--- config.mk ---
export PLATFORM = sky130hd
export DESIGN_NAME = adaptive_packet_jitter_buffer
export DESIGN_NICKNAME = d
export VERILOG_FILES = /design/src/sv/apjb_pkg.sv /design/src/sv/apjb_ram.sv /design/src/sv/apjb_scan.sv /design/src/sv/apjb_adapt.sv /design/src/sv/adaptive_packet_jitter_buffer.sv
export VERILOG_INCLUDE_DIRS = /design/src /design/src/sv
export SDC_FILE = /design/constraint.sdc
export NUM_CORES = 2
export LEC_CHECK = 0
export ABC_AREA = 1
export ABC_CLOCK_PERIOD_IN_PS = 9600
export BUFFER_PORTS_ARGS = -buffer_cell sky130_fd_sc_hd__buf_4
export CAP_MARGIN = 5
export CORE_MARGIN = 3
export CORE_UTILIZATION = 45
export DETAILED_ROUTE_END_ITERATION = 12
export GPL_TIMING_DRIVEN = 1
export PLACE_DENSITY_LB_ADDON = 0.1
export SLEW_MARGIN = 20
export SYNTH_ARGS = -nofsm -noshare
export SYNTH_HDL_FRONTEND = slang
export SYNTH_HIERARCHICAL = 1
export SYNTH_SLANG_ARGS = --single-unit
--- constraint.sdc ---
create_clock -name clk -period 9.6 [get_ports clk]
set_input_delay 1.92 -clock clk [delete_from_list [all_inputs] [get_ports clk]]
set_output_delay 1.92 -clock clk [all_outputs]
set_load 0.005 [all_outputs]
--- src/sv/adaptive_packet_jitter_buffer_macros.svh ---
// assertion macros for the adaptive packet jitter buffer
// included by the rtl files that carry concurrent assertions, no other dependencies
`ifndef ADAPTIVE_PACKET_JITTER_BUFFER_MACROS_SVH
`define ADAPTIVE_PACKET_JITTER_BUFFER_MACROS_SVH

// condition holds at every clock edge outside reset
`define APJB_ASSERT_ALWAYS(label, clk, rst, cond, msg) \
  label: assert property (@(posedge clk) disable iff (rst) (cond)) else $error(msg);

// consequent holds in the same cycle as the antecedent
`define APJB_ASSERT_IMP(label, clk, rst, ante, cons, msg) \
  label: assert property (@(posedge clk) disable iff (rst) (ante) |-> (cons)) else $error(msg);

// consequent holds in the cycle after the antecedent
`define APJB_ASSERT_NXT(label, clk, rst, ante, cons, msg) \
  label: assert property (@(posedge clk) disable iff (rst) (ante) |=> (cons)) else $error(msg);

`endif

--- src/sv/apjb_pkg.sv ---
// shared types and constants of the adaptive packet jitter buffer
// no dependencies
package apjb_pkg;

  localparam int SEQ_W        = 16;
  localparam int HANDLE_W     = 32;
  localparam int JITTER_W     = 10;
  localparam int THR_W        = 7;
  localparam int OCC_W        = 7;
  localparam int PPA_W        = 10;
  localparam int CFG_INDEX_W  = 3;
  localparam int CFG_DATA_W   = 10;

  // transaction kinds
  localparam logic KIND_PUSH = 1'b0;
  localparam logic KIND_POP  = 1'b1;

  // configuration register indexes
  localparam logic [CFG_INDEX_W-1:0] CFG_INITIAL_THRESHOLD = 3'd0;
  localparam logic [CFG_INDEX_W-1:0] CFG_MIN_THRESHOLD     = 3'd1;
  localparam logic [CFG_INDEX_W-1:0] CFG_MAX_THRESHOLD     = 3'd2;
  localparam logic [CFG_INDEX_W-1:0] CFG_ADAPTIVE_ENABLE   = 3'd3;
  localparam logic [CFG_INDEX_W-1:0] CFG_POPS_PER_ADAPT    = 3'd4;

  // configuration reset values
  localparam logic [THR_W-1:0] RST_INITIAL_THRESHOLD = 7'd3;
  localparam logic [THR_W-1:0] RST_MIN_THRESHOLD     = 7'd2;
  localparam logic [THR_W-1:0] RST_MAX_THRESHOLD     = 7'd20;
  localparam logic             RST_ADAPTIVE_ENABLE   = 1'b1;
  localparam logic [PPA_W-1:0] RST_POPS_PER_ADAPT    = 10'd50;

  // playout policy constants
  localparam logic [7:0]       PILEUP_MARGIN = 8'd3;
  localparam logic [SEQ_W-1:0] BURST_GAP     = 16'd5;
  localparam logic [8:0]       BASE_FRAMES   = 9'd2;
  localparam logic [10:0]      JITTER_ROUND  = 11'd4;
  // x / 5 == (x * 3277) >> 14 for every x up to 1027
  localparam logic [11:0]      JITTER_RECIP  = 12'd3277;
  localparam int               JITTER_SHIFT  = 14;

  typedef struct packed {
    logic                kind;
    logic [SEQ_W-1:0]    sequence_req;
    logic [HANDLE_W-1:0] payload;
    logic [JITTER_W-1:0] jitter_est;
  } in_item_t;

  typedef struct packed {
    logic                ok;
    logic [SEQ_W-1:0]    out_sequence;
    logic [HANDLE_W-1:0] out_payload;
    logic [THR_W-1:0]    threshold_now;
    logic [OCC_W-1:0]    occupancy;
  } out_item_t;

  typedef struct packed {
    logic [THR_W-1:0] initial_threshold;
    logic [THR_W-1:0] min_threshold;
    logic [THR_W-1:0] max_threshold;
    logic             adaptive_enable;
    logic [PPA_W-1:0] pops_per_adapt;
  } cfg_t;

  // outcome of one sweep over the slot memory
  typedef struct packed {
    logic             hit;
    logic             low;
    logic             free;
    logic [SEQ_W-1:0] low_seq;
  } scan_status_t;

  // a is older than b in 16-bit serial number order
  function automatic logic serially_older(logic [SEQ_W-1:0] a, logic [SEQ_W-1:0] b);
    logic [SEQ_W-1:0] d;
    d = a - b;
    return d[SEQ_W-1];
  endfunction

endpackage

--- src/sv/apjb_ram.sv ---
// generic single-port-write, single-port-read ram with registered read data
// no dependencies
module apjb_ram #(
  parameter int WIDTH = 48,
  parameter int DEPTH = 64
) (
  input  logic                     clk,
  input  logic                     we,
  input  logic [$clog2(DEPTH)-1:0] waddr,
  input  logic [WIDTH-1:0]         wdata,
  input  logic                     re,
  input  logic [$clog2(DEPTH)-1:0] raddr,
  output logic [WIDTH-1:0]         rdata
);

  logic [WIDTH-1:0] mem [DEPTH];

  always_ff @(posedge clk) begin
    if (we) begin
      mem[waddr] <= wdata;
    end
    if (re) begin
      rdata <= mem[raddr];
    end
  end

endmodule

--- src/sv/apjb_scan.sv ---
// sweep engine: reads every slot once and finds the key match, the lowest key and a free slot
// depends on apjb_pkg
module apjb_scan #(
  parameter int CAPACITY     = 64,
  parameter int PAYLOAD_BITS = 32
) (
  input  logic                              clk,
  input  logic                              rst,
  input  logic                              start,
  input  logic [apjb_pkg::SEQ_W-1:0]        key,
  input  logic [CAPACITY-1:0]               slot_valid,
  input  logic [apjb_pkg::SEQ_W+PAYLOAD_BITS-1:0] rd_data,
  output logic                              rd_en,
  output logic [$clog2(CAPACITY)-1:0]       rd_addr,
  output logic                              done,
  output apjb_pkg::scan_status_t            status,
  output logic [$clog2(CAPACITY)-1:0]       hit_idx,
  output logic [PAYLOAD_BITS-1:0]           hit_pay,
  output logic [$clog2(CAPACITY)-1:0]       low_idx,
  output logic [PAYLOAD_BITS-1:0]           low_pay,
  output logic [$clog2(CAPACITY)-1:0]       free_idx
);

  localparam int IDX_W   = $clog2(CAPACITY);
  localparam int ENTRY_W = apjb_pkg::SEQ_W + PAYLOAD_BITS;
  localparam logic [IDX_W-1:0] LAST = IDX_W'(CAPACITY - 1);

  logic                       busy;
  logic [IDX_W-1:0]           addr;
  logic [apjb_pkg::SEQ_W-1:0] key_q;
  logic                       pend;
  logic [IDX_W-1:0]           pend_idx;
  logic                       pend_vld;
  logic [apjb_pkg::SEQ_W-1:0] entry_seq;
  logic [PAYLOAD_BITS-1:0]    entry_pay;

  assign rd_en     = busy;
  assign rd_addr   = addr;
  assign entry_seq = rd_data[ENTRY_W-1 -: apjb_pkg::SEQ_W];
  assign entry_pay = rd_data[PAYLOAD_BITS-1:0];

  always_ff @(posedge clk) begin
    if (rst) begin
      busy        <= 1'b0;
      pend        <= 1'b0;
      done        <= 1'b0;
      status.hit  <= 1'b0;
      status.low  <= 1'b0;
      status.free <= 1'b0;
    end else begin
      done     <= pend && (pend_idx == LAST);
      pend     <= busy;
      pend_idx <= addr;
      pend_vld <= slot_valid[addr];
      if (start) begin
        busy        <= 1'b1;
        addr        <= '0;
        key_q       <= key;
        status.hit  <= 1'b0;
        status.low  <= 1'b0;
        status.free <= 1'b0;
      end else begin
        if (busy) begin
          if (addr == LAST) begin
            busy <= 1'b0;
          end else begin
            addr <= addr + IDX_W'(1);
          end
        end
        // read data of the previous address is here now
        if (pend) begin
          if (pend_vld) begin
            if (!status.hit && (entry_seq == key_q)) begin
              status.hit <= 1'b1;
              hit_idx    <= pend_idx;
              hit_pay    <= entry_pay;
            end
            if (!status.low || (entry_seq < status.low_seq)) begin
              status.low     <= 1'b1;
              status.low_seq <= entry_seq;
              low_idx        <= pend_idx;
              low_pay        <= entry_pay;
            end
          end else if (!status.free) begin
            status.free <= 1'b1;
            free_idx    <= pend_idx;
          end
        end
      end
    end
  end

endmodule

--- src/sv/apjb_adapt.sv ---
// adaptive target threshold: clamp(2 + ceil(jitter / 5), min, max), two register stages
// depends on apjb_pkg
module apjb_adapt (
  input  logic                          clk,
  input  logic [apjb_pkg::JITTER_W-1:0] jitter,
  input  apjb_pkg::cfg_t                cfg,
  output logic [apjb_pkg::THR_W-1:0]    target
);

  logic [10:0] jitter_up;
  logic [22:0] prod;
  logic [8:0]  raw;
  logic [8:0]  capped;
  logic [8:0]  clamped;

  // ceil(j / 5) as floor((j + 4) / 5) by reciprocal multiply
  assign jitter_up = {1'b0, jitter} + apjb_pkg::JITTER_ROUND;

  always_ff @(posedge clk) begin
    prod <= 23'(jitter_up * apjb_pkg::JITTER_RECIP);
  end

  always_comb begin
    raw     = 9'(prod >> apjb_pkg::JITTER_SHIFT) + apjb_pkg::BASE_FRAMES;
    capped  = (raw > 9'(cfg.max_threshold)) ? 9'(cfg.max_threshold) : raw;
    // min wins when the clamps cross
    clamped = (capped < 9'(cfg.min_threshold)) ? 9'(cfg.min_threshold) : capped;
  end

  always_ff @(posedge clk) begin
    target <= apjb_pkg::THR_W'(clamped);
  end

endmodule

--- src/sv/adaptive_packet_jitter_buffer.sv ---
// top level of the adaptive packet jitter buffer: control, playout state and output register
// depends on apjb_pkg, apjb_ram, apjb_scan, apjb_adapt and the assertion macro header
// Keyed packet store with adaptive playout threshold. Each transaction on req is a push
// (store a 16-bit sequence with a payload handle) or a pop (deliver the next packet in
// sequence order), and each yields exactly one result on rsp. Packets live in one
// synchronous ram of CAPACITY entries; valid bits sit in flip-flops, so reset empties the
// store at once and no clearing pass runs. Every transaction sweeps the whole ram once
// through its single read port, so no new request is taken during the sweep, and a
// finished result also waits while rsp_stall holds the output register. The input is
// taken again as soon as the previous transaction has been written into the output
// register; a result may still wait on rsp meanwhile. Pushes older than the playout
// point, or into a full store, are refused; duplicates report ok without being stored.
// Playout starts at the lowest stored key once the threshold is met; a missing head is
// skipped on pile-up or burst loss. Configuration must be written through
// cfg_we/cfg_index/cfg_data only while no transaction is in flight, which is not enforced.
`include "adaptive_packet_jitter_buffer_macros.svh"

module adaptive_packet_jitter_buffer #(
  parameter int CAPACITY     = 64,
  parameter int PAYLOAD_BITS = 32
) (
  input  logic                                clk,
  input  logic                                rst,
  // request channel
  input  logic                                req_valid,
  output logic                                req_stall,
  input  apjb_pkg::in_item_t                  req,
  // result channel
  output logic                                rsp_valid,
  input  logic                                rsp_stall,
  output apjb_pkg::out_item_t                 rsp,
  // configuration write port
  input  logic                                cfg_we,
  input  logic [apjb_pkg::CFG_INDEX_W-1:0]    cfg_index,
  input  logic [apjb_pkg::CFG_DATA_W-1:0]     cfg_data
);

  localparam int IDX_W   = $clog2(CAPACITY);
  localparam int CNT_W   = $clog2(CAPACITY + 1);
  localparam int CMP_W   = (CNT_W > 8) ? CNT_W : 8;
  localparam int ENTRY_W = apjb_pkg::SEQ_W + PAYLOAD_BITS;

  // controller states
  localparam logic [1:0] ST_IDLE   = 2'd0;
  localparam logic [1:0] ST_SCAN   = 2'd1;
  localparam logic [1:0] ST_FINISH = 2'd2;

  logic [1:0] state;

  // configuration and playout state
  apjb_pkg::cfg_t               cfg;
  logic [apjb_pkg::THR_W-1:0]   live_threshold;
  logic [apjb_pkg::THR_W-1:0]   live_threshold_next;
  logic                         playing;
  logic [apjb_pkg::SEQ_W-1:0]   expected_sequence;
  logic [apjb_pkg::PPA_W-1:0]   pops_since_step;
  logic [apjb_pkg::PPA_W-1:0]   pops_since_step_next;
  logic [CNT_W-1:0]             count;
  logic [CNT_W-1:0]             count_next;
  logic [CAPACITY-1:0]          slot_valid;

  // transaction held while it is being worked on
  logic                          kind_q;
  logic [apjb_pkg::SEQ_W-1:0]    seq_q;
  logic [PAYLOAD_BITS-1:0]       pay_q;
  logic [apjb_pkg::JITTER_W-1:0] jitter_q;

  // memory and sweep engine
  logic                          ram_we;
  logic                          ram_re;
  logic [IDX_W-1:0]              ram_raddr;
  logic [ENTRY_W-1:0]            ram_rdata;
  logic                          scan_start;
  logic [apjb_pkg::SEQ_W-1:0]    scan_key;
  logic                          scan_done;
  apjb_pkg::scan_status_t        scan_st;
  logic [IDX_W-1:0]              hit_idx;
  logic [PAYLOAD_BITS-1:0]       hit_pay;
  logic [IDX_W-1:0]              low_idx;
  logic [PAYLOAD_BITS-1:0]       low_pay;
  logic [IDX_W-1:0]              free_idx;
  logic [apjb_pkg::THR_W-1:0]    target;

  // decision terms of the finishing cycle
  logic                          finish;
  logic                          push_old;
  logic                          push_full;
  logic                          push_ok;
  logic                          push_store;
  logic                          pile;
  logic                          burst;
  logic                          start_ok;
  logic                          take_hit;
  logic                          take_low;
  logic                          pop_ok;
  logic [IDX_W-1:0]              pop_idx;
  logic [apjb_pkg::SEQ_W-1:0]    pop_seq;
  logic [PAYLOAD_BITS-1:0]       pop_pay;
  logic [apjb_pkg::PPA_W-1:0]    pops_inc;
  logic                          step_due;

  // one transaction at a time; the sweep and the final write never overlap
  assign req_stall  = (state != ST_IDLE);
  assign scan_start = req_valid && !req_stall;
  // a pop looks for the expected sequence, a push for a duplicate
  assign scan_key   = (req.kind == apjb_pkg::KIND_POP) ? expected_sequence : req.sequence_req;
  // finish only once the output register can take the result
  assign finish     = (state == ST_FINISH) && (!rsp_valid || !rsp_stall);

  apjb_ram #(
    .WIDTH (ENTRY_W),
    .DEPTH (CAPACITY)
  ) u_slots (
    .clk   (clk),
    .we    (ram_we),
    .waddr (free_idx),
    .wdata ({seq_q, pay_q}),
    .re    (ram_re),
    .raddr (ram_raddr),
    .rdata (ram_rdata)
  );

  apjb_scan #(
    .CAPACITY     (CAPACITY),
    .PAYLOAD_BITS (PAYLOAD_BITS)
  ) u_scan (
    .clk        (clk),
    .rst        (rst),
    .start      (scan_start),
    .key        (scan_key),
    .slot_valid (slot_valid),
    .rd_data    (ram_rdata),
    .rd_en      (ram_re),
    .rd_addr    (ram_raddr),
    .done       (scan_done),
    .status     (scan_st),
    .hit_idx    (hit_idx),
    .hit_pay    (hit_pay),
    .low_idx    (low_idx),
    .low_pay    (low_pay),
    .free_idx   (free_idx)
  );

  apjb_adapt u_adapt (
    .clk    (clk),
    .jitter (jitter_q),
    .cfg    (cfg),
    .target (target)
  );

  always_comb begin
    // push checks
    push_old   = playing && apjb_pkg::serially_older(seq_q, expected_sequence);
    push_full  = CMP_W'(count) >= CMP_W'(CAPACITY);
    push_ok    = !push_old && !push_full;
    push_store = (kind_q == apjb_pkg::KIND_PUSH) && push_ok && !scan_st.hit;
    ram_we     = finish && push_store;

    // head skip on pile-up or burst loss
    pile  = CMP_W'(count) >= (CMP_W'(live_threshold) + CMP_W'(apjb_pkg::PILEUP_MARGIN));
    burst = scan_st.low &&
            apjb_pkg::serially_older(expected_sequence + apjb_pkg::BURST_GAP, scan_st.low_seq);

    // start of playout takes the lowest key once the threshold is met
    start_ok = scan_st.low && !(CMP_W'(count) < CMP_W'(live_threshold));
    take_hit = playing && scan_st.hit;
    take_low = playing ? (!scan_st.hit && scan_st.low && (pile || burst)) : start_ok;
    pop_ok   = (kind_q == apjb_pkg::KIND_POP) && (take_hit || take_low);
    pop_idx  = take_hit ? hit_idx : low_idx;
    pop_seq  = take_hit ? expected_sequence : scan_st.low_seq;
    pop_pay  = take_hit ? hit_pay : low_pay;

    // threshold adaptation after a delivered packet
    pops_inc             = pops_since_step + apjb_pkg::PPA_W'(1);
    step_due             = pops_inc >= cfg.pops_per_adapt;
    live_threshold_next  = live_threshold;
    pops_since_step_next = pops_since_step;
    if (pop_ok && cfg.adaptive_enable) begin
      if (step_due) begin
        pops_since_step_next = '0;
        if (target > live_threshold) begin
          live_threshold_next = live_threshold + apjb_pkg::THR_W'(1);
        end else if (target < live_threshold) begin
          live_threshold_next = live_threshold - apjb_pkg::THR_W'(1);
        end
      end else begin
        pops_since_step_next = pops_inc;
      end
    end

    count_next = count + CNT_W'(push_store) - CNT_W'(pop_ok);
  end

  // control and playout state
  always_ff @(posedge clk) begin
    if (rst) begin
      state                 <= ST_IDLE;
      cfg.initial_threshold <= apjb_pkg::RST_INITIAL_THRESHOLD;
      cfg.min_threshold     <= apjb_pkg::RST_MIN_THRESHOLD;
      cfg.max_threshold     <= apjb_pkg::RST_MAX_THRESHOLD;
      cfg.adaptive_enable   <= apjb_pkg::RST_ADAPTIVE_ENABLE;
      cfg.pops_per_adapt    <= apjb_pkg::RST_POPS_PER_ADAPT;
      live_threshold        <= apjb_pkg::RST_INITIAL_THRESHOLD;
      playing               <= 1'b0;
      expected_sequence     <= '0;
      pops_since_step       <= '0;
      count                 <= '0;
      slot_valid            <= '0;
      rsp_valid             <= 1'b0;
    end else begin
      unique case (state)
        ST_IDLE: begin
          if (scan_start) begin
            state <= ST_SCAN;
          end
        end
        ST_SCAN: begin
          if (scan_done) begin
            state <= ST_FINISH;
          end
        end
        ST_FINISH: begin
          if (finish) begin
            state <= ST_IDLE;
          end
        end
        default: begin
          state <= ST_IDLE;
        end
      endcase

      if (finish) begin
        count           <= count_next;
        live_threshold  <= live_threshold_next;
        pops_since_step <= pops_since_step_next;
        if (push_store) begin
          slot_valid[free_idx] <= 1'b1;
        end
        if (pop_ok) begin
          slot_valid[pop_idx] <= 1'b0;
          playing             <= 1'b1;
          expected_sequence   <= pop_seq + apjb_pkg::SEQ_W'(1);
        end
      end

      // output register
      if (finish) begin
        rsp_valid <= 1'b1;
      end else if (!rsp_stall) begin
        rsp_valid <= 1'b0;
      end

      // configuration writes
      if (cfg_we) begin
        unique case (cfg_index)
          apjb_pkg::CFG_INITIAL_THRESHOLD: begin
            cfg.initial_threshold <= cfg_data[apjb_pkg::THR_W-1:0];
            live_threshold        <= cfg_data[apjb_pkg::THR_W-1:0];
          end
          apjb_pkg::CFG_MIN_THRESHOLD: begin
            cfg.min_threshold <= cfg_data[apjb_pkg::THR_W-1:0];
          end
          apjb_pkg::CFG_MAX_THRESHOLD: begin
            cfg.max_threshold <= cfg_data[apjb_pkg::THR_W-1:0];
          end
          apjb_pkg::CFG_ADAPTIVE_ENABLE: begin
            cfg.adaptive_enable <= cfg_data[0];
          end
          apjb_pkg::CFG_POPS_PER_ADAPT: begin
            cfg.pops_per_adapt <= cfg_data[apjb_pkg::PPA_W-1:0];
          end
          default: begin
          end
        endcase
      end
    end
  end

  // transaction and result payload registers
  always_ff @(posedge clk) begin
    if (scan_start) begin
      kind_q   <= req.kind;
      seq_q    <= req.sequence_req;
      pay_q    <= PAYLOAD_BITS'(req.payload);
      jitter_q <= req.jitter_est;
    end
    if (finish) begin
      rsp.ok            <= (kind_q == apjb_pkg::KIND_PUSH) ? push_ok : pop_ok;
      rsp.out_sequence  <= pop_ok ? pop_seq : '0;
      rsp.out_payload   <= pop_ok ? apjb_pkg::HANDLE_W'(pop_pay) : '0;
      rsp.threshold_now <= live_threshold_next;
      rsp.occupancy     <= apjb_pkg::OCC_W'(count_next);
    end
  end

  // stored count tracks the valid bits
  `APJB_ASSERT_ALWAYS(count_matches_valid, clk, rst, 32'(count) == $countones(slot_valid), "occupancy count disagrees with valid bits")
  // a push that is stored always found a free slot during the sweep
  `APJB_ASSERT_IMP(store_has_free_slot, clk, rst, (state == ST_FINISH) && push_store, scan_st.free, "push stored without a free slot")
  // outside configuration writes the threshold moves by at most one step
  `APJB_ASSERT_NXT(threshold_single_step, clk, rst, !cfg_we, (live_threshold == $past(live_threshold)) || (live_threshold == $past(live_threshold) + 7'd1) || (live_threshold == $past(live_threshold) - 7'd1), "threshold moved by more than one step")

endmodule
==> impl_metrics.toml <==
[layout]
area_overhead_of_the_layout_relative_to_synthesis_pct = 11.8
final_net_count = 13000
mostFrequentLayoutCell = "sky130_fd_sc_hd__nand2_1"
fill_cells = 28500
drive_above_1_share_pct = 8.57
final_area_um2 = 165000
final_cell_mix = "sky130_fd_sc_hd__nand2_1 (3869), sky130_fd_sc_hd__edfxtp_1 (3369), sky130_fd_sc_hd__nand3_1 (3100), sky130_fd_sc_hd__inv_1 (385), sky130_fd_sc_hd__clkbuf_16 (384)"
instances_no_fill = 17400

[clocking]
clock_latency_ns = 0.96
clock-root-buffer = "sky130_fd_sc_hd__clkbuf_16"
cts-root-to-sink-buffers = 4
numCtsBuffers = 379
cts.htree.levels = 5
cts.hold.buffers_added = 0
post_cts_resize_count = 0
post_cts_buffers = 0
cts_sinks = 3524
clk_transition_reported_paths_ns = 0.06
tritoncts = "yes"

[power_and_ir_drop]
power_per_cell_area_nw_per_um2 = 219
power.internal_w = 0.0265
cellLeakagePower_nw = 59.3
clock_power_share_pct = 40.1
ir_drop_worst_vdd_uv = 147
design_power_total_w = 0.0360
power.sequential.fraction_pct = 47.4
power.switching_fraction_pct = 26.5
comb_power_share_pct = 12.5
switching_power_w = 0.00955

[sta]
finalClockSkew_ns = 0.0430
achievable-frequency_mhz = 169
period_needed_ns = 5.90
unrepaired_setup_endpoints_after_global_routing = "false"
final_tns_setup_ns = 0
maxSlewHeadroom_pct = 21.4
hold_ws_ns = 0.443
setup_violations = 0
post-route-period-util_pct = 61.5
final_hold_viol_count = 0
timing_max_transition_violations_final = 0
worst_slew_pin_slew_ns = 1.17

[drt]
drtIter0Drc = 12000
drt-total-wl_um = 474000
postRouteAntennaNets = 0
drt-wirelength-per-cell_um = 27.3
count_of_vias_placed_by_the_detailed_router = 99800
dr.pass1.iters = 6
drt_drc_violations_left = 0
vias_per_cell = 5.75

[setup_path]
category_of_the_worst_setup_path_capture_point = "register"
critical_path_required_ns = 10.18
crit_path_max_fanout = 65
criticalPathCategory = "register to register"
arrival_worst_endpoint_ns = 6.48
crit_path_start_kind = "register"

[place]
post_dp_cell_area_um2 = 152000
detailed_placement_wirelength_estimate_um = 276000
finalWeightedCongestion = 0.881
placedCellCount = 16700
io_port_bufs = 141

[logic_synthesis]
postSynthAreaPerCell_um2 = 11.6
yosys_warnings = 6
synth_cells = 12700
postSynthNetCount = 13000
syn-cell-area_um2 = 147000

[global_routing]
grt.total_usage_pct = 27.8
grt_max_degree = 174
grt_total_ovfl = 0
global_route.peak_usage_layer = "met2"
global_route_wire_length_before_repair_um = 678000
number_of_antenna_violations_at_the_first_check_in_global_routing = 35
gr_layer_usage_met2_pct = 42.6
grt.met1_usage_pct = 39.8
first_global_vias = 94100
globalRouteMet3Util_pct = 5.19

[min_path]
worstHoldPathType = "register to register"

[floorplanning]
io_pins = 142
floorplan.die.width_um = 578
num_rows = 209
chipHeight_um = 578
total_die_area_um2 = 334000
placeableCoreArea_um2 = 325000
initial_standard_cell_utilization_of_the_core_pct = 45.3

[run]
drv_cap = 0

[outcome]
result_of_the_run = "finished clean"
## worst max-delay path, cell delays in order (launching register included)
cell	delay (ns)
sky130_fd_sc_hd__edfxtp_1	0.32
sky130_fd_sc_hd__buf_4	0.75
sky130_fd_sc_hd__ha_1	0.42
sky130_fd_sc_hd__a21o_1	0.19
sky130_fd_sc_hd__nor3_1	0.30
sky130_fd_sc_hd__nand3_1	0.14
sky130_fd_sc_hd__nand3_1	0.16
sky130_fd_sc_hd__nand4_1	0.32
sky130_fd_sc_hd__inv_2	0.57
sky130_fd_sc_hd__nand3_1	0.69
sky130_fd_sc_hd__nor2_4	1.08
sky130_fd_sc_hd__buf_4	0.54
## area by class of cell
cell class                      count  area (um2)  share of cell area [%]
Antenna cell                        9        22.5                  0.0137
Clock buffer                      465        9940                    6.04
Multi-Input combinational cell   8021       38100                    23.1
Timing Repair Buffer              382        3220                    1.96
Clock inverter                    227        2200                    1.34
Inverter                          408        1580                   0.961
Tap cell                         4325        5410                    3.28
Sequential cell                  3524      104000                    63.3
## per-stage QoR
step | setup slack (ns) | utilization [%]
global placement | 3.67 | 46.9
floorplan | 2.82 | -
CTS | 3.69 | 50.6
detailed placement | 3.70 | 46.9
global route | 3.41 | 50.7
finish | 3.70 | 50.7
## flip-flops by register name (all words and copies together) (netlist names), 16 cells and up
name	flops
u_slots/mem	3072
slot_valid	64
rsp	63
u_slots/rdata	48
pay_q	32
u_scan/hit_pay	32
u_scan/low_pay	32
cfg	25
u_scan/status	19
expected_sequence	16
seq_q	16
u_scan/key_q	16
## metal layers
layer | share of wire [%] | up-vias | wire [um]
met2 | 45 | 4564 | 214000
met3 | 9.2 | 737 | 43400
met4 | 3.7 | 10 | 17300
met5 | 0.011 | - | 50
li1 | - | 44700 | -
met1 | 42 | 49800 | 199000
## power groups by stage
stage / Combinational, W / Clock (W) / Sequential, W
after floorplan: 0.00264 / 0 / 0.0175
after global placement: 0.00445 / 0 / 0.0174
after detailed placement: 0.00445 / 0 / 0.0174
after CTS: 0.00447 / 0.0147 / 0.0171
after global routing: 0.00490 / 0.0153 / 0.0171
final: 0.00449 / 0.0145 / 0.0171
## final timing paths
check,from,to,slack [ns],cells after the start
max,seq_q[14],u_slots/mem[46][11],3.70,11
min reg2reg,u_slots/rdata[28],u_scan/hit_pay[28],0.44,0
min,u_slots/rdata[28],u_scan/hit_pay[28],0.44,0
max reg2reg,seq_q[14],u_slots/mem[46][11],3.70,11
No activity file was read; power rests on OpenSTA's default activity.
